**config.mk**
```make
export PLATFORM = sky130hd
export DESIGN_NAME = cau_step
export DESIGN_NICKNAME = d
export VERILOG_FILES = /design/src/rtl/core/cau_pkg.sv /design/src/rtl/core/cau_step.sv
export SDC_FILE = /design/constraint.sdc
export NUM_CORES = 1
export LEC_CHECK = 0
export BUFFER_PORTS_ARGS = -buffer_cell sky130_fd_sc_hd__buf_2
export CORE_AREA = 2 2 364 366
export CTS_CLUSTER_DIAMETER = 50
export DETAILED_ROUTE_END_ITERATION = 8
export DIE_AREA = 0 0 366 368
export PLACE_DENSITY = 0.46
export RECOVER_POWER = 25
export SETUP_SLACK_MARGIN = 0.2
export SYNTH_ARGS = -nofsm -noshare
export SYNTH_HDL_FRONTEND = slang
export SYNTH_SLANG_ARGS = --single-unit
```
**constraint.sdc**
```tcl
create_clock -name clk -period 32.7 [get_ports clk]
set_clock_uncertainty 0.2 [all_clocks]
set_input_delay 8.175 -clock clk [delete_from_list [all_inputs] [get_ports clk]]
set_output_delay 8.175 -clock clk [all_outputs]
set_load 0.05 [all_outputs]
```
**src/rtl/core/cau_pkg.sv**
```systemverilog
// Shared types and constants of the complex arithmetic unit.
package cau_pkg;

  // Default number format: signed Q16.16 in a 32-bit word
  localparam int FRAC_BITS = 16;
  localparam int WORD_BITS = 32;

  // Operation codes carried by in_cmd
  typedef enum logic [2:0] {
    OP_ADD = 3'd0,
    OP_SUB = 3'd1,
    OP_MUL = 3'd2,
    OP_DIV = 3'd3,
    OP_MAG = 3'd4
  } op_t;

  // Result status codes
  typedef enum logic [1:0] {
    ST_OK   = 2'd0,
    ST_DIVZ = 2'd1,
    ST_SAT  = 2'd2
  } status_t;

  // Control that travels with each item down the pipeline
  typedef struct packed {
    logic vld;
    op_t  op;
    logic dz;
    logic neg_x;
    logic neg_y;
  } ctl_t;

endpackage

```
**src/rtl/core/cau_step.sv**
```systemverilog
// One pipeline step: a quotient bit for both divide lanes and a root bit for magnitude.
module cau_step #(
  parameter int WORD_BITS = cau_pkg::WORD_BITS
) (
  input  logic                       clk,
  input  logic                       rst_n,
  input  logic                       dn_rdy,
  output logic                       up_rdy,
  input  cau_pkg::ctl_t              ctl_i,
  input  logic [2*WORD_BITS-1:0]     den_i,
  input  logic [2*WORD_BITS-1:0]     xrem_i,
  input  logic [WORD_BITS:0]         xnl_i,
  input  logic [WORD_BITS+1:0]       xacc_i,
  input  logic [2*WORD_BITS-1:0]     yrem_i,
  input  logic [WORD_BITS:0]         ynl_i,
  input  logic [WORD_BITS+1:0]       yacc_i,
  input  logic [WORD_BITS+1:0]       srem_i,
  input  logic [WORD_BITS:0]         sroot_i,
  input  logic [2*WORD_BITS+1:0]     sin_i,
  output cau_pkg::ctl_t              ctl_o,
  output logic [2*WORD_BITS-1:0]     den_o,
  output logic [2*WORD_BITS-1:0]     xrem_o,
  output logic [WORD_BITS:0]         xnl_o,
  output logic [WORD_BITS+1:0]       xacc_o,
  output logic [2*WORD_BITS-1:0]     yrem_o,
  output logic [WORD_BITS:0]         ynl_o,
  output logic [WORD_BITS+1:0]       yacc_o,
  output logic [WORD_BITS+1:0]       srem_o,
  output logic [WORD_BITS:0]         sroot_o,
  output logic [2*WORD_BITS+1:0]     sin_o
);

  localparam int W = WORD_BITS;

  logic              en;
  logic              is_div, is_mag;
  logic [2*W:0]      xsh, ysh, xdif, ydif;
  logic              xge, yge;
  logic [W+3:0]      st, strial, sdif;
  logic              sge;

  logic [2*W-1:0]    xrem_nxt, yrem_nxt;
  logic [W:0]        xnl_nxt, ynl_nxt;
  logic [W+1:0]      xacc_nxt, yacc_nxt;
  logic [W+1:0]      srem_nxt;
  logic [W:0]        sroot_nxt;
  logic [2*W+1:0]    sin_nxt;

  assign en     = !ctl_o.vld || dn_rdy;
  assign up_rdy = en;
  assign is_div = (ctl_i.op == cau_pkg::OP_DIV);
  assign is_mag = (ctl_i.op == cau_pkg::OP_MAG);

  // Restoring division: shift in the next dividend bit, subtract when it fits
  assign xsh  = {xrem_i, xnl_i[W]};
  assign ysh  = {yrem_i, ynl_i[W]};
  assign xdif = xsh - {1'b0, den_i};
  assign ydif = ysh - {1'b0, den_i};
  assign xge  = xsh >= {1'b0, den_i};
  assign yge  = ysh >= {1'b0, den_i};

  // Digit-by-digit square root: bring down two bits, try root*4+1
  assign st     = {srem_i, sin_i[2*W+1:2*W]};
  assign strial = {1'b0, sroot_i, 2'b01};
  assign sdif   = st - strial;
  assign sge    = st >= strial;

  always_comb begin
    xrem_nxt  = xrem_i;
    yrem_nxt  = yrem_i;
    xnl_nxt   = xnl_i;
    ynl_nxt   = ynl_i;
    xacc_nxt  = xacc_i;
    yacc_nxt  = yacc_i;
    srem_nxt  = srem_i;
    sroot_nxt = sroot_i;
    sin_nxt   = sin_i;
    if (is_div) begin
      xrem_nxt = xge ? xdif[2*W-1:0] : xsh[2*W-1:0];
      yrem_nxt = yge ? ydif[2*W-1:0] : ysh[2*W-1:0];
      xnl_nxt  = {xnl_i[W-1:0], 1'b0};
      ynl_nxt  = {ynl_i[W-1:0], 1'b0};
      // top bit is the sticky overflow flag, the rest collects quotient bits
      xacc_nxt = {xacc_i[W+1], xacc_i[W-1:0], xge};
      yacc_nxt = {yacc_i[W+1], yacc_i[W-1:0], yge};
    end
    if (is_mag) begin
      srem_nxt  = sge ? sdif[W+1:0] : st[W+1:0];
      sroot_nxt = {sroot_i[W-1:0], sge};
      sin_nxt   = {sin_i[2*W-1:0], 2'b00};
    end
  end

  always_ff @(posedge clk) begin
    if (!rst_n) begin
      ctl_o <= '0;
    end else if (en) begin
      ctl_o <= ctl_i;
    end
  end

  always_ff @(posedge clk) begin
    if (en) begin
      den_o   <= den_i;
      xrem_o  <= xrem_nxt;
      xnl_o   <= xnl_nxt;
      xacc_o  <= xacc_nxt;
      yrem_o  <= yrem_nxt;
      ynl_o   <= ynl_nxt;
      yacc_o  <= yacc_nxt;
      srem_o  <= srem_nxt;
      sroot_o <= sroot_nxt;
      sin_o   <= sin_nxt;
    end
  end

endmodule

```
Word level (Yosys, flattened, before mapping)
Cells that the tools add are included.
{"block": "classes", "n_addsub": 3, "n_lt_le_gt_ge": 3, "n_eq_ne": 2, "mux": 12, "reduce_logical": 2}
{"op": "$mux W64", "n": 4}
{"op": "$mux W33", "n": 5}
{"op": "$ge A65 B64 Y1", "n": 2}
{"op": "$sub A64 B64 Y64", "n": 2}
{"op": "$mux W34", "n": 2}
{"op": "$mux W66", "n": 1}
{"op": "$ge A36 B35 Y1", "n": 1}
{"op": "$sub A34 B34 Y34", "n": 1}
{"op": "$eq A3 B2 Y1 const B", "n": 1}
{"op": "$eq A3 B3 Y1 const B", "n": 1}
{"op": "$logic_not A1 Y1", "n": 1}
{"op": "$logic_or A1 B1 Y1", "n": 1}
{"block": "word_totals", "ff_bits": 466, "in_bits": 469, "out_inout_bits": 467, "wordCells": 40}

Longest topological paths before layout
{"block": "logic_depth", "word_depth": 3, "depth_mapped": 16, "depth_no_buf": 15}

Worst setup path before layout
No wires, ideal clock.
{"block": "synth_timing", "kind": "input-to-output", "start": "in dn_rdy", "end": "out up_rdy", "arrival_ns": 21.298, "t_required_ns": 24.325, "path_slack_ns": 3.027, "path_stages": 2, "path_buffers": 1, "path_cell_list": "nand2b_1 > clkbuf_1"}
{"block": "synth_between", "elab_chain_len": 1}
{"item": "start, declared", "line_no": "cau_step.sv:7", "text": "input logic dn_rdy,"}
{"item": "$logic_or A1 B1 Y1", "line_no": "cau_step.sv:49", "text": "assign en = !ctl_o.vld || dn_rdy;"}
{"item": "end, declared", "line_no": "cau_step.sv:8", "text": "output logic up_rdy,"}
No other way between the ends.

Final worst setup path
Same ends and word-level chain as after synthesis.

==> flow_metrics.env <==
export IMPL_status="finished with violations"
export IMPL_violations="capacitance limit, slew limit"
export IMPL_antenna_left=0
export IMPL_rsz0062_at_grt="no"
export IMPL_io_buffers=935
export IMPL_path_clk_slew_ns=0.05
export IMPL_worst_path_buf_inv=2
export IMPL_peakVddDrop_uv=33.7
export IMPL_cts_sinks=466
export IMPL_required_ns=24.32
export IMPL_reg2reg_slack_ns=26.91
export IMPL_powerDensity_nw_per_um2=58.6
export IMPL_synth_commonest_cells="nand2_1, edfxtp_1, o21ai_0"
export IMPL_grt_overflow_total=0
export IMPL_synthArstFlopShare=0
export IMPL_antenna_found_initial=22
export IMPL_gp_congestion=0.910
export IMPL_die_x_um=366
export IMPL_reg2reg_to="xrem_o[60]"
export IMPL_drive_gt1_frac=0.220
export IMPL_crit_family="simple AND/OR/NAND/NOR gates"
export IMPL_cts_hold_buffers=0
export IMPL_core_area_um2=131000
export IMPL_finalWorstSetupSlack_ns=14.91
export IMPL_avgSynthCellArea_um2=9.05
export IMPL_cp_end_kind="output pin"
export IMPL_viasPerCell=4.65
export IMPL_yosysWarnings=0
export IMPL_dr_pass1_iters=6
export IMPL_yosys_area_top_type_share=0.466
export IMPL_p_leak_nw=17.5
export IMPL_clk_latency_ns=0.70
export IMPL_start_util=0.226
export IMPL_hold_viol_final=0
export IMPL_period_needed_ns=17.79
export IMPL_cts_resized=0
export IMPL_grt_max_degree=148
export IMPL_synthToLayoutAreaGrowth_pct=30.7
export IMPL_remaining_drc_errors=0
export IMPL_rr_worst_depth=5
export IMPL_synth_cell_types=75
export IMPL_slew_viol_final=347
export IMPL_min_period_over_period=0.544
export IMPL_root_buffer="clkbuf_16"
export IMPL_wire_per_inst_um=21.8
export IMPL_num_fill_cells=14300
export IMPL_yosysSeqAreaShare=0.471
export IMPL_grt_pass1_vias=27100
export IMPL_critPathKind="in -> out"
export IMPL_row_count=133
export IMPL_critPathCapture="up_rdy"
export IMPL_cp_depth=3
export IMPL_hp_class="reg -> reg"
export IMPL_drtIter0Drc=2195
export IMPL_critPathLaunch="dn_rdy"
export IMPL_crit_chain="buf_2 > nand2b_1 > buf_2"
export IMPL_whs_path_depth=2
export IMPL_tightest_slew_ns=3.43
export IMPL_fin_area_um2=38700
export IMPL_slowest_stage="nand2b_1"
export IMPL_start_kind="input port"
export IMPL_setup_tns_ns=0
export IMPL_seq_area_um2=13900
export IMPL_synth_area_um2=29600
export IMPL_cap_violations=8
export IMPL_htreeDepth=3
export IMPL_ys_ff_latch=466
export IMPL_whs_ns=0.315
export IMPL_crit_arrival_ns=9.41
export IMPL_cts_buffer_depth=3
export IMPL_grt_pass1_wl_mm=186
export IMPL_num_io_pins=936
export IMPL_synthMostInstantiatedCell="nand2_1"
export IMPL_multi_input_area_um2=14500
export IMPL_design_die_area_um2=135000
export IMPL_place_area_um2=36000
export IMPL_finalSetupViolCount=0
export IMPL_synthesis_instances=3269
export IMPL_preCtsSetupSlack_ns=15.39
export IMPL_r2r_start="ctl_o[6]"
export IMPL_die_h_um=368
export IMPL_yosys_area_top_type="edfxtp_1"
export IMPL_final_nets=4787
export IMPL_post_cts_setup_buffers=0
export IMPL_fmax_ghz=0.0562
export IMPL_num_vias=27800
export IMPL_cts_tree="done"
export IMPL_synth_edf_count=459
export IMPL_synth_nets=3903
export IMPL_crit_path_frequent_cell="buf_2"
export IMPL_grt_usage=0.185
export IMPL_worst_path_max_fanout=3
export IMPL_synthTopCellsByArea="edfxtp_1, nand2_1, ha_1, o21ai_0, a21oi_1"
export IMPL_synth_flop_cell="edfxtp_1"
export IMPL_cpPeakStageDelay_ns=0.69
export IMPL_totalWireLength_mm=130
export IMPL_numCtsBuffers=83
export IMPL_dp_hpwl_mm=104
export IMPL_maxSlewHeadroom=-1.29
stage by stage:
step                       util  std cells  total power, mW
after floorplan               -       3269             1.19
after global placement    0.276       5823             1.37
after detailed placement  0.276       5823             1.37
after CTS                 0.298       5977             2.30
after global routing      0.295       5977             2.36
final                     0.296       5986             2.27
registers in the layout (all words and copies together), names as in the netlist:
name / flops
sin_o: 66
den_o: 64
xrem_o: 64
yrem_o: 64
srem_o: 34
xacc_o: 34
yacc_o: 34
sroot_o: 33
xnl_o: 33
ynl_o: 33
ctl_o: 7
power by group:
part	internal, mW	leakage (nW)	switching (mW)
combinational	0.167	11.3	0.448
sequential	0.720	4.85	0.0162
clock	0.576	1.39	0.340
total	1.46	17.5	0.805
how the worst min path moves through the flow:
stage	from	end	slack, ns
final	ctl_o[0]	ctl_o[0]	0.31
after global routing	ctl_o[4]	ctl_o[4]	0.34
after CTS	ctl_o[5]	ctl_o[5]	0.32
after detailed placement	ctl_o[5]	ctl_o[5]	0.31
after global placement	ctl_o[5]	ctl_o[5]	0.30
after floorplan	ctl_o[0]	ctl_o[0]	0.54
cell usage in the layout, fill, tap and decap left out, types with 9 or more instances in the layout:
cell,Yosys,final
nand2b_1,15,15
xor2_1,63,63
o31ai_1,11,11
or3_1,11,11
o21a_1,30,30
bufinv_16,0,12
and2_1,18,17
nor2b_1,31,31
o211ai_1,12,12
inv_6,0,11
and3_1,21,21
a21oi_1,252,252
edfxtp_1,459,459
o21bai_1,30,30
clkinv_2,0,9
buf_4,15,26
a31oi_1,23,23
clkbuf_1,134,219
mux2i_1,67,67
buf_2,9,735
nand3_1,38,38
a211oi_1,19,19
o21ai_0,278,278
nand4_1,38,38
o21ai_1,13,13
clkbuf_16,0,83
xnor2_1,76,76
nor2_1,154,153
diode_2,0,9
a21o_1,95,95
nor3_1,27,27
inv_1,138,138
nand2_1,891,891
nor4_1,9,9
ha_1,163,163
worst register-to-register path, cell delays in order (launching register included):
cell      delay (ns)
dfxtp_1         0.32
nand2b_1        0.64
clkbuf_1        1.54
buf_4           0.85
buf_12          0.59
buf_4           1.18
cell families (layout without fill, tap and decap cells):
family | Yosys count | after routing | share of synthesized area
and+or+nand+nor | 1276 | 1276 | 0.180
AOI/OAI and AO/OA | 847 | 847 | 0.173
DFF | 466 | 466 | 0.471
buffers and inverters | 306 | 1259 | 0.0414
adders and majority gates | 165 | 165 | 0.0703
xor gates and xnor gates | 139 | 139 | 0.0412
muxes | 70 | 70 | 0.0238
other | 0 | 9 | 0
area by class of cell:
cell class / count / area share
diodes: 9 / 0.000582
clock buffers: 100 / 0.0561
clock inverters: 54 / 0.0185
inverters: 138 / 0.0134
multi-input cells: 2497 / 0.374
flip-flops and latches: 466 / 0.360
well taps: 1755 / 0.0568
repair buffers: 967 / 0.121
per-layer routing:
layer / track usage / vias to the layer above / routed length [um]
met4: 0.0577 / 20 / 3460
met5: 0 / - / 134
met3: 0.0468 / 183 / 9500
li1: - / 13400 / -
met2: 0.319 / 1031 / 63400
met1: 0.225 / 13200 / 53800
Power figures use the tool's default switching activity.
