--- src/rtl/core/cau_pkg.sv ---
// Shared types and constants of the complex arithmetic unit.
package cau_pkg;

  // Default number format: signed Q16.16 in a 32-bit word
  localparam int FRAC_BITS = 16;
  localparam int WORD_BITS = 32;

  // Operation codes carried by in_cmd
  typedef enum logic [2:0] {
    OP_ADD = 3'd0,
    OP_SUB = 3'd1,
    OP_MUL = 3'd2,
    OP_DIV = 3'd3,
    OP_MAG = 3'd4
  } op_t;

  // Result status codes
  typedef enum logic [1:0] {
    ST_OK   = 2'd0,
    ST_DIVZ = 2'd1,
    ST_SAT  = 2'd2
  } status_t;

  // Control that travels with each item down the pipeline
  typedef struct packed {
    logic vld;
    op_t  op;
    logic dz;
    logic neg_x;
    logic neg_y;
  } ctl_t;

endpackage

--- src/rtl/core/cau_back.sv ---
// Back end: saturation, sign restore, status and the output register.
module cau_back #(
  parameter int WORD_BITS = cau_pkg::WORD_BITS
) (
  input  logic                   clk,
  input  logic                   rst_n,
  output logic                   up_rdy,
  input  cau_pkg::ctl_t          ctl_i,
  input  logic [WORD_BITS+1:0]   xacc_i,
  input  logic [WORD_BITS+1:0]   yacc_i,
  input  logic [WORD_BITS:0]     sroot_i,
  output logic                   out_valid,
  input  logic                   out_stall,
  output logic signed [31:0]     out_res_real,
  output logic signed [31:0]     out_res_imag,
  output logic [1:0]             out_status
);

  localparam int W = WORD_BITS;

  // Clamp a sign/magnitude value to the signed word; returns {saturated, value}
  function automatic logic [W:0] finish(input logic neg, input logic [W+1:0] m);
    logic [W+1:0] maxp;
    logic [W+1:0] maxn;
    logic [W+1:0] mm;
    logic         s;
    logic [W-1:0] v;
    maxp = {3'b000, {(W-1){1'b1}}};
    maxn = {3'b001, {(W-1){1'b0}}};
    mm   = m;
    s    = 1'b0;
    if (!neg && (m > maxp)) begin
      mm = maxp;
      s  = 1'b1;
    end
    if (neg && (m > maxn)) begin
      mm = maxn;
      s  = 1'b1;
    end
    v = mm[W-1:0];
    if (neg) begin
      v = -v;
    end
    return {s, v};
  endfunction

  logic                en;
  logic [W+1:0]        fm_x;
  logic [W:0]          fin_x, fin_y;
  logic signed [W-1:0] vx, vy;
  logic signed [31:0]  re_nxt, im_nxt;
  logic [1:0]          st_nxt;

  assign en     = !out_valid || !out_stall;
  assign up_rdy = en;

  // Magnitude comes from the root lane, everything else from the x lane
  assign fm_x  = (ctl_i.op == cau_pkg::OP_MAG) ? (W+2)'(sroot_i) : xacc_i;
  assign fin_x = finish(ctl_i.neg_x, fm_x);
  assign fin_y = finish(ctl_i.neg_y, yacc_i);
  assign vx    = fin_x[W-1:0];
  assign vy    = fin_y[W-1:0];

  always_comb begin
    if (ctl_i.dz) begin
      re_nxt = '0;
      im_nxt = '0;
      st_nxt = cau_pkg::ST_DIVZ;
    end else begin
      re_nxt = 32'(vx);
      im_nxt = 32'(vy);
      st_nxt = (fin_x[W] || fin_y[W]) ? cau_pkg::ST_SAT : cau_pkg::ST_OK;
    end
  end

  always_ff @(posedge clk) begin
    if (!rst_n) begin
      out_valid <= 1'b0;
    end else if (en) begin
      out_valid <= ctl_i.vld;
    end
  end

  always_ff @(posedge clk) begin
    if (en) begin
      out_res_real <= re_nxt;
      out_res_imag <= im_nxt;
      out_status   <= st_nxt;
    end
  end

endmodule

--- config.mk ---
export PLATFORM = sky130hd
export DESIGN_NAME = cau_back
export DESIGN_NICKNAME = d
export VERILOG_FILES = /design/src/rtl/core/cau_pkg.sv /design/src/rtl/core/cau_back.sv
export SDC_FILE = /design/constraint.sdc
export NUM_CORES = 1
export LEC_CHECK = 0
export BUFFER_PORTS_ARGS = -buffer_cell sky130_fd_sc_hd__clkbuf_2
export CAP_MARGIN = 20
export CORE_MARGIN = 3
export CORE_UTILIZATION = 37
export CTS_CLUSTER_DIAMETER = 60
export DETAILED_ROUTE_END_ITERATION = 12
export PLACE_DENSITY_LB_ADDON = 0.25
export SYNTH_ARGS = -nofsm -noshare
export SYNTH_HDL_FRONTEND = slang
export SYNTH_SLANG_ARGS = --single-unit
export TNS_END_PERCENT = 50
--- constraint.sdc ---
create_clock -name clk -period 11.2 [get_ports clk]
set_input_delay 0.56 -clock clk [delete_from_list [all_inputs] [get_ports clk]]
set_output_delay 0.56 -clock clk [all_outputs]
set_load 0.02 [all_outputs]
# ---- Word level (Yosys, flattened, before mapping)
# Cells that the tools add are included.
dict set report word_totals {
  register_bits 67
  inputBits 111
  output_inout_bits 68
  elab_cells 33
}
dict set report op_classes {
  addsub 2
  n_lt_le_gt_ge 4
  eq_ne 1
  n_mux 12
  n_reduce_logical 10
}
# op n
set ops {}
lappend ops {{$mux W32} 6}
lappend ops {{$gt A34 B31 Y1 const B} 2}
lappend ops {{$gt A34 B32 Y1 const B} 2}
lappend ops {{$neg A32 Y32} 2}
lappend ops {{$mux W34} 1}
lappend ops {{$logic_and A1 B1 Y1} 4}
lappend ops {{$logic_not A1 Y1} 4}
lappend ops {{$mux W1} 4}
lappend ops {{$eq A3 B3 Y1 const B} 1}
lappend ops {{$logic_or A1 B1 Y1} 2}
lappend ops {{$mux W2} 1}

# ---- Longest topological paths before layout
# Gate-level depths: netlist of run 1.
dict set report logic_depth {
  ltp_word 8
  ltp_mapped 16
  mapped_depth_nobuf 11
}

# ---- Worst setup path before layout of run 1
# OpenSTA, ideal clock, no wires.
dict set report synth_timing {
  path_kind {input-to-reg}
  startpoint {in ctl_i[4] (netlist bit)}
  endpoint {reg out_res_real[26] (data pin)}
  setup_ns 0.259
  t_arrival_ns 3.667
  t_required_ns 10.941
  setup_slack_ns 7.274
  stages 15
  cell_sequence {nor3b_2 -> buf_2 -> clkbuf_1 -> clkbuf_1 -> clkbuf_1 -> mux2i_1 -> nand2_1 -> nand2_1 -> ha_1 -> nand2_1 -> or4b_1 -> buf_2 -> o211ai_1 -> a21oi_1 -> o31a_1}
}
dict set report synth_between {
  elab_chain_cells 8
  elab_cells_between_ends 10
  cone_classes {add/sub (1); order compare (2); eq/ne (1); mux (4); reduce/logical (2)}
}
# element line_no
set synth_rtl {}
lappend synth_rtl {{from (decl)} cau_back.sv:8} ;# input cau_pkg::ctl_t ctl_i,
lappend synth_rtl {{$eq A3 B3 Y1 *} cau_back.sv:58} ;# assign fm_x = (ctl_i.op == cau_pkg::OP_MAG) ? (W+2)'(sroot_i) : xacc_i;
lappend synth_rtl {{$mux W34 *} cau_back.sv:58}
lappend synth_rtl {{$gt A34 B31 Y1} cau_back.sv:32} ;# if (!neg && (m > maxp)) begin
lappend synth_rtl {{$logic_and A1 B1 Y1} cau_back.sv:32}
lappend synth_rtl {{$mux W32} cau_back.sv:32}
lappend synth_rtl {{$mux W32 *} cau_back.sv:36} ;# if (neg && (m > maxn)) begin
lappend synth_rtl {{$neg A32 Y32} cau_back.sv:42} ;# v = -v;
lappend synth_rtl {{$mux W32 *} cau_back.sv:41} ;# if (neg) begin
lappend synth_rtl {{to (signal assigned)} cau_back.sv:86} ;# out_res_real <= re_nxt;
lappend synth_rtl {{to (decl)} cau_back.sv:14} ;# output logic signed [31:0] out_res_real,
# Mark *: on every way between the ends. The rest lies on a longest branch, timed or not.
# A chain may end at the register's enable or synchronous reset.

# ---- Final worst setup path of run 1
dict set report layout_timing {
  startpoint {in ctl_i[4] (netlist bit)}
  endpoint {reg out_res_real[30] (data pin)}
}
# Same word-level chain as after synthesis.

==> run metrics, run 1 <==
outcome=finished clean; Adder-Cell Fraction of Synth Area=less than 1%; CP Launch Point=ctl_i[4]; setup bufs post-CTS=0; hold_buf cts=0; Area Growth Syn to Fin=24.4%; chip width=126 µm; placed cells=959; Final Setup Violations=0; Rel. slew slack=between 40% and 50%; commonest non-fill, non-tap cell in the layout=clkbuf_2; I/O Buffers=around 180; number of synthesized flops with an enable pin=66; Reg clk slew, reported paths=60 ps; Die ar.=16000 µm²; Vias=5880; Clk Latency, worst-skew pair=330 ps; worst r2r src=out_valid; Starting Density=38.2%; Simple-Gate Fraction of Synth Area=27.5%; initial DRC count=705; P per Cell Area=120 nW/µm²; CP Class=primary input to flop; post-synthesis xor/xnor area fraction=under 10%; Yosys warning count=0; Least-Margin Pin Slew=~830 ps; final cell count without fillers=975; DRC viols=0; Root Driver=clkbuf_16; GRT Residual Overflow=0; post-route ant nets=0; data arrival time of the worst path=4570 ps; compound-cell area share of the yosys netlist=20.6%; first-pass iteration count of the detailed router=5; Final Cycle Share=39.0%; fin. max-slew vios=0; largest net degree at the start of global routing=68; Avg Inst Size Synth=~8.5 µm²; CTS tree=yes; Final #Nets=903; Ant. Diodes=0; skew final=between 8 and 9 ps; vias in the first global route=5541; CP startpoint kind=primary input; wire per inst=roughly 19 µm; Leak Pwr=around 2.8 nW; ys async rst share=0%; dpl hpwl=13900 µm; layout cells sized above 1=28.3%; # rows=between 40 and 50; gr usage total=22.5%; I/O pins=179; routed wire length=18400 µm; Mapped Cells=634; CP Max Fanout=38; Syn Nets=around 750; prevailing post-synth register cell=edfxtp_1; Hold WC Path Type=primary input to flop; H-tree lvl count=3; post-route setup TNS=0 ps; worst vdd ir=~0.000077 V; sequential area share after synthesis=a little under two fifths; min Tclk post-route=4360 ps; clk sinks=67; WP data required=11400 ps; die height=126 µm; most frequent cells in the layout=clkbuf_2, nor2_1, nand2_1, edfxtp_1, a21oi_1; Core Area=14000 µm²; max cap viols=0; Synth Cell Area=5360 µm²; main combinational cell family by area after synthesis=simple AND/OR/NAND/NOR gates; fin util=47.5%; Worst Hold Launch=rst_n; Hold Fails Final Rpt=0; endpoint class of the critical path=flop; post-CTS sizing=0; via/cell ratio=6.03; Max Freq=between 200 and 250 MHz; GPL Wtd Cong=0.930; cts bufs inserted=9; Seq cells post-synth=67; first-pass GRT wire length=29300 µm; initial antenna violation count=0; post-synthesis mux area share=between 6 and 7%; Cell variety after synth=72; RSZ-0062 raised after global routing=no; Max clock buf depth=2
==> synthesized netlist by cell type (all sizes together), types with 13 or more instances <==
cell	instances	share of area, %
nor2	87	6.1
or3	13	1.5
xnor2	13	2.1
nor3	37	3.5
nand3	21	2.0
edfxtp	66	37
o21ai	35	3.3
clkbuf	32	2.2
mux2i	25	5.0
nor4	22	2.8
a21oi	40	3.7
nand2	68	4.8
==> registers in the layout (all words and copies together) (netlist names) <==
name          flops
out_valid         1
out_status        2
out_res_real     32
out_res_imag     32
==> kinds of logic after synthesis <==
family	count (synthesis)
muxes	32
xor gates and xnor gates	24
and+or+nand+nor	298
buffers and inverters	49
DFF	67
AOI/OAI and AO/OA	162
adders and majority gates	2
==> critical path, cell delays in order <==
cell      delay, ps
clkbuf_2        110
nor3b_4         180
buf_4           390
mux2i_1         440
o311ai_1        190
or2_2           520
nand2_1         130
ha_1            400
nand2_1         220
or4b_1          690
or3_1           390
a21oi_1         190
o31a_1          140
==> through the flow <==
| step | instance area, µm² | hold slack [ps] | worst slack, ps | power [mW] |
|---|---|---|---|---|
| 2_1_floorplan | 5360 | 598 | 7270 | 0.444 |
| 3_3_place_gp | 6380 | 524 | 6770 | 0.525 |
| 3_5_place_dp | 6380 | 536 | 6530 | 0.527 |
| 4_1_cts | 6670 | 432 | 6880 | 0.807 |
| 5_1_grt | 6670 | 455 | 6550 | 0.836 |
| 6_report | 6670 | 443 | 6840 | 0.802 |
==> power breakdown <==
group / internal (mW) / leakage [nW] / total, mW / switching [mW]
clock network: 0.171 / 0.141 / 0.278 / 0.107
logic: 0.0710 / 1.91 / 0.211 / 0.140
registers: 0.305 / 0.738 / 0.313 / 0.00767
==> final timing paths <==
path              slack, ps  cells after the start                to
setup reg to reg       9770                      2   out_res_real[0]
hold reg to reg         540                      2         out_valid
hold / removal          440                      2         out_valid
setup / recovery       6840                     13  out_res_real[30]
==> area by class of cell <==
| type | instances | area (µm²) |
|---|---|---|
| Tap cell | 180 | 225 |
| Timing Repair Buffer | 186 | 951 |
| Fill cell | 1368 | 7370 |
| Multi-Input combinational cell | 518 | 3170 |
| Inverter | 8 | 30.0 |
| Clock buffer | 9 | 225 |
| Sequential cell | 67 | 2000 |
| Clock inverter | 7 | 68.8 |
==> per-layer routing <==
| layer | up-vias | global-route usage, % | routed length [µm] |
|---|---|---|---|
| met5 | - | 0 | 0 |
| met4 | 0 | 7.44 | 459 |
| met3 | 39 | 4.38 | 1660 |
| met2 | 367 | 36.0 | 8530 |
| met1 | 2727 | 30.8 | 7770 |
| li1 | 2747 | - | - |
(Power assumes the default switching activity.)
==> inputs of run 2 (changes only) <==
==> constraint.sdc (replaced) <==
create_clock -name clk -period 3.7 [get_ports clk]
set_input_delay 0.185 -clock clk [delete_from_list [all_inputs] [get_ports clk]]
set_output_delay 0.185 -clock clk [all_outputs]
set_load 0.02 [all_outputs]
==> run 2 against run 1 <==
Via count decreased by 0.36%. Cell count increased by 1.2%. Worst hold slack lost 380 ps. Final area increased by 1.6%. Non-clock buffer count grew 12. Critical path depth fell by 2. Critical path type unchanged. Largest power group unchanged. Highest routed layer unchanged.
==> run metrics, run 2 (same netlist as run 1, synthesis figures left out) <==
Leak Pwr=between 2 and 3 nW; Final Setup Violations=0; clk sinks=67; GRT Residual Overflow=0; vias in the first global route=5659; largest registers=out_res_imag x32, out_res_real x32, out_status x2; chip width=126 µm; worst vdd ir=0.000206 V; P per Cell Area=367 nW/µm²; I/O Buffers=178; Vias=5859; post-route ant nets=0; fin. max-slew vios=0; Final #Nets=just over 900; data arrival time of the worst path=roughly 3200 ps; most frequent cells in the layout=clkbuf_2, nor2_1, nand2_1, edfxtp_1, a21oi_1; CTS tree=yes; max cap viols=0; post-CTS sizing=0; Clk Latency, worst-skew pair=330 ps; multi-input logic area=3170 µm²; routed wire length=between 15000 and 20000 µm; Least-Margin Pin Slew=around 810 ps; via/cell ratio=5.94; largest net degree at the start of global routing=48; CP Class=primary input to flop; GPL Wtd Cong=about 0.92; wire per inst=roughly 19 µm; CP startpoint kind=primary input; Final Cycle Share=between 80 and 90%; setup bufs post-CTS=0; CP Max Fanout=15; Ant. Diodes=0; Hold WC Path Type=primary input to flop; Max clock buf depth=2; die height=126 µm; dpl hpwl=approximately 14000 µm; post-route setup TNS=0 ps; worst hold margin=67.6 ps; initial DRC count=around 540; fill cell count=about 1400; min Tclk post-route=3050 ps; Die ar.=between 15000 and 20000 µm²; Hold Fails Final Rpt=0; commonest non-fill, non-tap cell in the layout=clkbuf_2; Total Power=around 2.5 mW; layout cells sized above 1=29.4%; # rows=43; skew final=6.49 ps; outcome=finished clean; gr usage total=22.9%; Area Growth Syn to Fin=26.4%; Rel. slew slack=46.0%; I/O pins=between 150 and 200; first-pass GRT wire length=29600 µm; H-tree lvl count=3; Max Freq=328 MHz; endpoint class of the critical path=flop; DRC viols=0; Core Area=roughly 14000 µm²; first-pass iteration count of the detailed router=5; RSZ-0062 raised after global routing=no; Reg clk slew, reported paths=60 ps; Root Driver=clkbuf_16; Register Area=2000 µm²; initial antenna violation count=0; Starting Density=roughly two fifths; cts bufs inserted=9; WP data required=between 3000 and 4000 ps; hold_buf cts=0
-- run 2: cell type report --
class,instances,area share [%]
tap,180,3.32
clock inverter,5,0.886
inverter,8,0.443
clock buffer,11,3.73
timing repair buffer,198,15.4
multi-input combinational,518,46.7
sequential,67,29.5
-- run 2: metal layers --
layer,vias up,routed length (µm),GRT usage [%]
met5,-,0,0
met4,0,308,6.75
met3,28,1330,4.17
met2,284,8740,37.5
met1,2775,8220,30.9
li1,2772,-,-
-- run 2: path summary, 6_finish.rpt --
| kind | start | to | slack, ps | depth (start not counted) |
|---|---|---|---|---|
| max | yacc_i[20] | out_res_imag[26] | 650 | 11 |
| min | rst_n | out_valid | 70 | 2 |
| max reg2reg | out_valid | out_res_imag[23] | 1980 | 2 |
| min reg2reg | out_valid | out_valid | 540 | 2 |
-- run 2: through the flow --
step | std cells | worst slack [ps] | util (%) | cell area [µm²]
6_report | 987 | 647 | 48.3 | 6780
5_1_grt | 987 | 421 | 48.3 | 6780
4_1_cts | 987 | 678 | 48.3 | 6780
3_5_place_dp | 971 | 348 | 46.0 | 6470
3_3_place_gp | 971 | 409 | 46.0 | 6470
2_1_floorplan | 634 | 149 | - | 5360
-- run 2: critical path, cell delays in order --
cell,delay (ps)
clkbuf_2,140
or3_1,390
or4_1,510
nor4_1,390
or2_1,200
o21ai_1,90
ha_1,390
nand2_1,260
o21ai_1,250
a31o_2,290
a21oi_1,120
-- run 2: where the power goes --
group / leakage, nW / switching (mW) / internal (mW)
sequential: 0.738 / 0.0235 / 0.924
clock: 0.152 / 0.328 / 0.561
combinational: 1.97 / 0.425 / 0.223
total: 2.86 / 0.777 / 1.71
==> inputs of run 3 (changes only) <==
--- a/config.mk
+++ b/config.mk
@@ -5,6 +5,7 @@
 export SDC_FILE = /design/constraint.sdc
 export NUM_CORES = 1
 export LEC_CHECK = 0
+export ABC_AREA = 1
 export BUFFER_PORTS_ARGS = -buffer_cell sky130_fd_sc_hd__clkbuf_2
 export CAP_MARGIN = 20
 export CORE_MARGIN = 3
==> constraint.sdc (replaced) <==
create_clock -name clk -period 3 [get_ports clk]
set_input_delay 0.15 -clock clk [delete_from_list [all_inputs] [get_ports clk]]
set_output_delay 0.15 -clock clk [all_outputs]
set_load 0.02 [all_outputs]
==> run 3 against run 2 <==
Synthesized cell count increased by 34%. Non-clock buffer count increased by 5. Setup slack got worse by 240 ps. Via count increased by 3.6%. Flip-flop and latch count unchanged. Sequential share of layout area decreased by 1.2 points. Global-route usage decreased by 1.9 points. Largest power group unchanged. Highest routed layer unchanged.
==> run metrics, run 3 <==
largest net degree at the start of global routing=39; CP startpoint kind=primary input; Area Growth Syn to Fin=23.5%; Leak Pwr=3.59 nW; Synth Cell Area=5720 µm²; worst vdd ir=~0.00028 V; top cells by area, synth=edfxtp_1, nand2_1, nor2_1, inv_1, o21ai_0; layout cells sized above 1=25.8%; top cells by count, synth=nand2_1, nor2_1, inv_1; Mapped Cells=850; first-pass GRT wire length=28000 µm; sequential area share after synthesis=a little over a third; Synth top area share=34.7%; GPL Wtd Cong=0.941; I/O Buffers=178; first-pass iteration count of the detailed router=5; post-route ant nets=0; number of synthesized flops with an enable pin=66; GRT Residual Overflow=0; hold depth=3; P per Cell Area=440 nW/µm²; Reg power frac=37.8%; Die ar.=17000 µm²; max cap viols=0; CP Max Fanout=38; WP data required=3090 ps; most frequent cells in the layout=nand2_1, clkbuf_2, nor2_1, inv_1, edfxtp_1; die height=130 µm; Avg Inst Size Synth=just under 7 µm²; end of the worst register-to-register path=out_res_real[1]; final cell count without fillers=1210; clk sinks=67; Final WS setup=410 ps; Max clock buf depth=2; Least-Margin Pin Slew=811 ps; min Tclk post-route=2590 ps; dpl hpwl=14200 µm; largest registers=out_res_imag x32, out_res_real x32, out_status x2; I/O pins=roughly 180; Rel. slew slack=45.7%; R2R setup slack=1450 ps; Yosys warning count=0; fin. max-slew vios=0; net load switching power=1.09 mW; Root Driver=clkbuf_16; via/cell ratio=5.02; Seq cells post-synth=67; Int Power=between 2 and 2.5 mW; Reg clk slew, reported paths=60 ps; Setup WS pre-CTS=-23.4 ps; cts bufs inserted=9; DRC viols=0; Final #Nets=1134; biggest area consumer among synthesized cells=edfxtp_1; vias in the first global route=5493; Hold WC Path Type=primary input to flop; Clk Latency, worst-skew pair=around 350 ps; data arrival time of the worst path=2680 ps; chip width=roughly 130 µm; skew final=between 8 and 9 ps; Core Area=14800 µm²; CP Class=primary input to flop; gr usage total=a little over a fifth; Starting Density=38.6%; initial DRC count=roughly 410; Hold Fails Final Rpt=0; Max Freq=about 390 MHz; H-tree lvl count=3; fin util=between 40% and 50%; Min-Delay Endpoint=out_valid; Syn Nets=963; commonest non-fill, non-tap cell in the layout=nand2_1; Gate power share=30.2%; placed cells=around 1200; clock share of power=32.0%; Vias=between 6000 and 7000; worst r2r src=out_valid; initial antenna violation count=0; # rows=44; path depth of the worst reg2reg path=2; Final Cycle Share=86.3%; post-route setup TNS=0 ps; CTS tree=yes; outcome=finished clean; Final Setup Violations=0; prevailing post-synth register cell=edfxtp_1; wire per inst=14.8 µm; RSZ-0062 raised after global routing=no; switching share of total power=35.2%; Cell variety after synth=34; top-count cell post-synth=nand2_1; routed wire length=17900 µm; Worst Hold Launch=ctl_i[6]; ys async rst share=0%; endpoint class of the critical path=flop; fill cell count=1555; Ant. Diodes=0
## run 3: changes by cell type in the layout (fill, tap and decap cells not counted), sizes merged, moves of 13 or more
cell and change:
nor4 -15, or2 +18, o21ai +46, mux2i -25, inv +74, nand3 +26, xnor2 -13, nand2 +200
nor3 -16, nand3b +27, or3 -13
## run 3: worst max-delay path by stage
stage                        start                to  slack [ps]  cells after the start
after floorplan           ctl_i[4]  out_res_real[20]         260                     24
after global placement    ctl_i[4]  out_res_real[31]           3                     16
after detailed placement  ctl_i[4]  out_res_real[31]         -20                     16
after CTS                 ctl_i[4]  out_res_real[31]         340                     16
after global routing      ctl_i[4]  out_res_real[24]          80                     17
final                     ctl_i[4]  out_res_real[24]         410                     17
## run 3: cells by family (layout without fill, tap and decap cells)
| group | count (synthesis) | count (layout) | synth area share (%) |
|---|---|---|---|
| and+or+nand+nor | 505 | 505 | 39.0 |
| AOI/OAI and AO/OA | 151 | 151 | 15.5 |
| adders and majority gates | 2 | 2 | 0.438 |
| DFF | 67 | 67 | 35.0 |
| buffers and inverters | 125 | 301 | 10.0 |
## run 3: through the flow
step           hold WS, ps  total power [mW]  area [µm²]
2_1_floorplan          249              1.82        5720
3_3_place_gp           380              2.12        6790
3_5_place_dp           392              2.13        6790
4_1_cts               32.3              3.11        7060
5_1_grt               46.6              3.28        7060
6_report              35.8              3.10        7060
## run 3: layer usage
layer	wire length (µm)	vias up	part of all wire, %	GRT usage [%]
met4	185	0	1.0	4.22
met5	0	-	0	0
met2	8220	218	46	33.6
met1	8370	2663	47	29.6
li1	-	3176	-	-
met3	1160	15	6.4	3.93
## run 3: power groups by stage
stage | clock network, mW | logic [mW] | registers (mW)
finish | 0.994 | 0.937 | 1.17
global route | 1.05 | 1.04 | 1.18
CTS | 1.00 | 0.936 | 1.17
detailed placement | 0 | 0.932 | 1.19
global placement | 0 | 0.930 | 1.19
floorplan | 0 | 0.498 | 1.32
## run 3: cell type report
class | instances | area [µm²] | share of cell area [%]
multi-input combinational | 658 | 3150 | 44.6
timing repair buffer | 203 | 1100 | 15.6
clock inverter | 7 | 43.8 | 0.620
clock buffer | 9 | 225 | 3.19
sequential | 67 | 2000 | 28.3
inverter | 82 | 308 | 4.36
tap | 184 | 230 | 3.26
## run 3: critical path, cell delays in order
cell and delay (ps):
clkbuf_2 80, nor2_2 110, nand2_1 90, buf_12 180, nand2_1 60, nand2_1 90, a21oi_1 380, nand2_2 240
buf_4 260, o21ai_1 150, nand2_1 130, nor2_2 280, nand2_1 110, nand2_2 110, nand3_1 100, nor2_1 100
nor2_1 60
## run 3: what timing repair did
item | 4_1_cts | 5_1_grt
gates resized for setup | 0 | 1
buffers inserted | 0 | 0
setup endpoints to repair | 0 | 1
hold buffers | 0 | 0
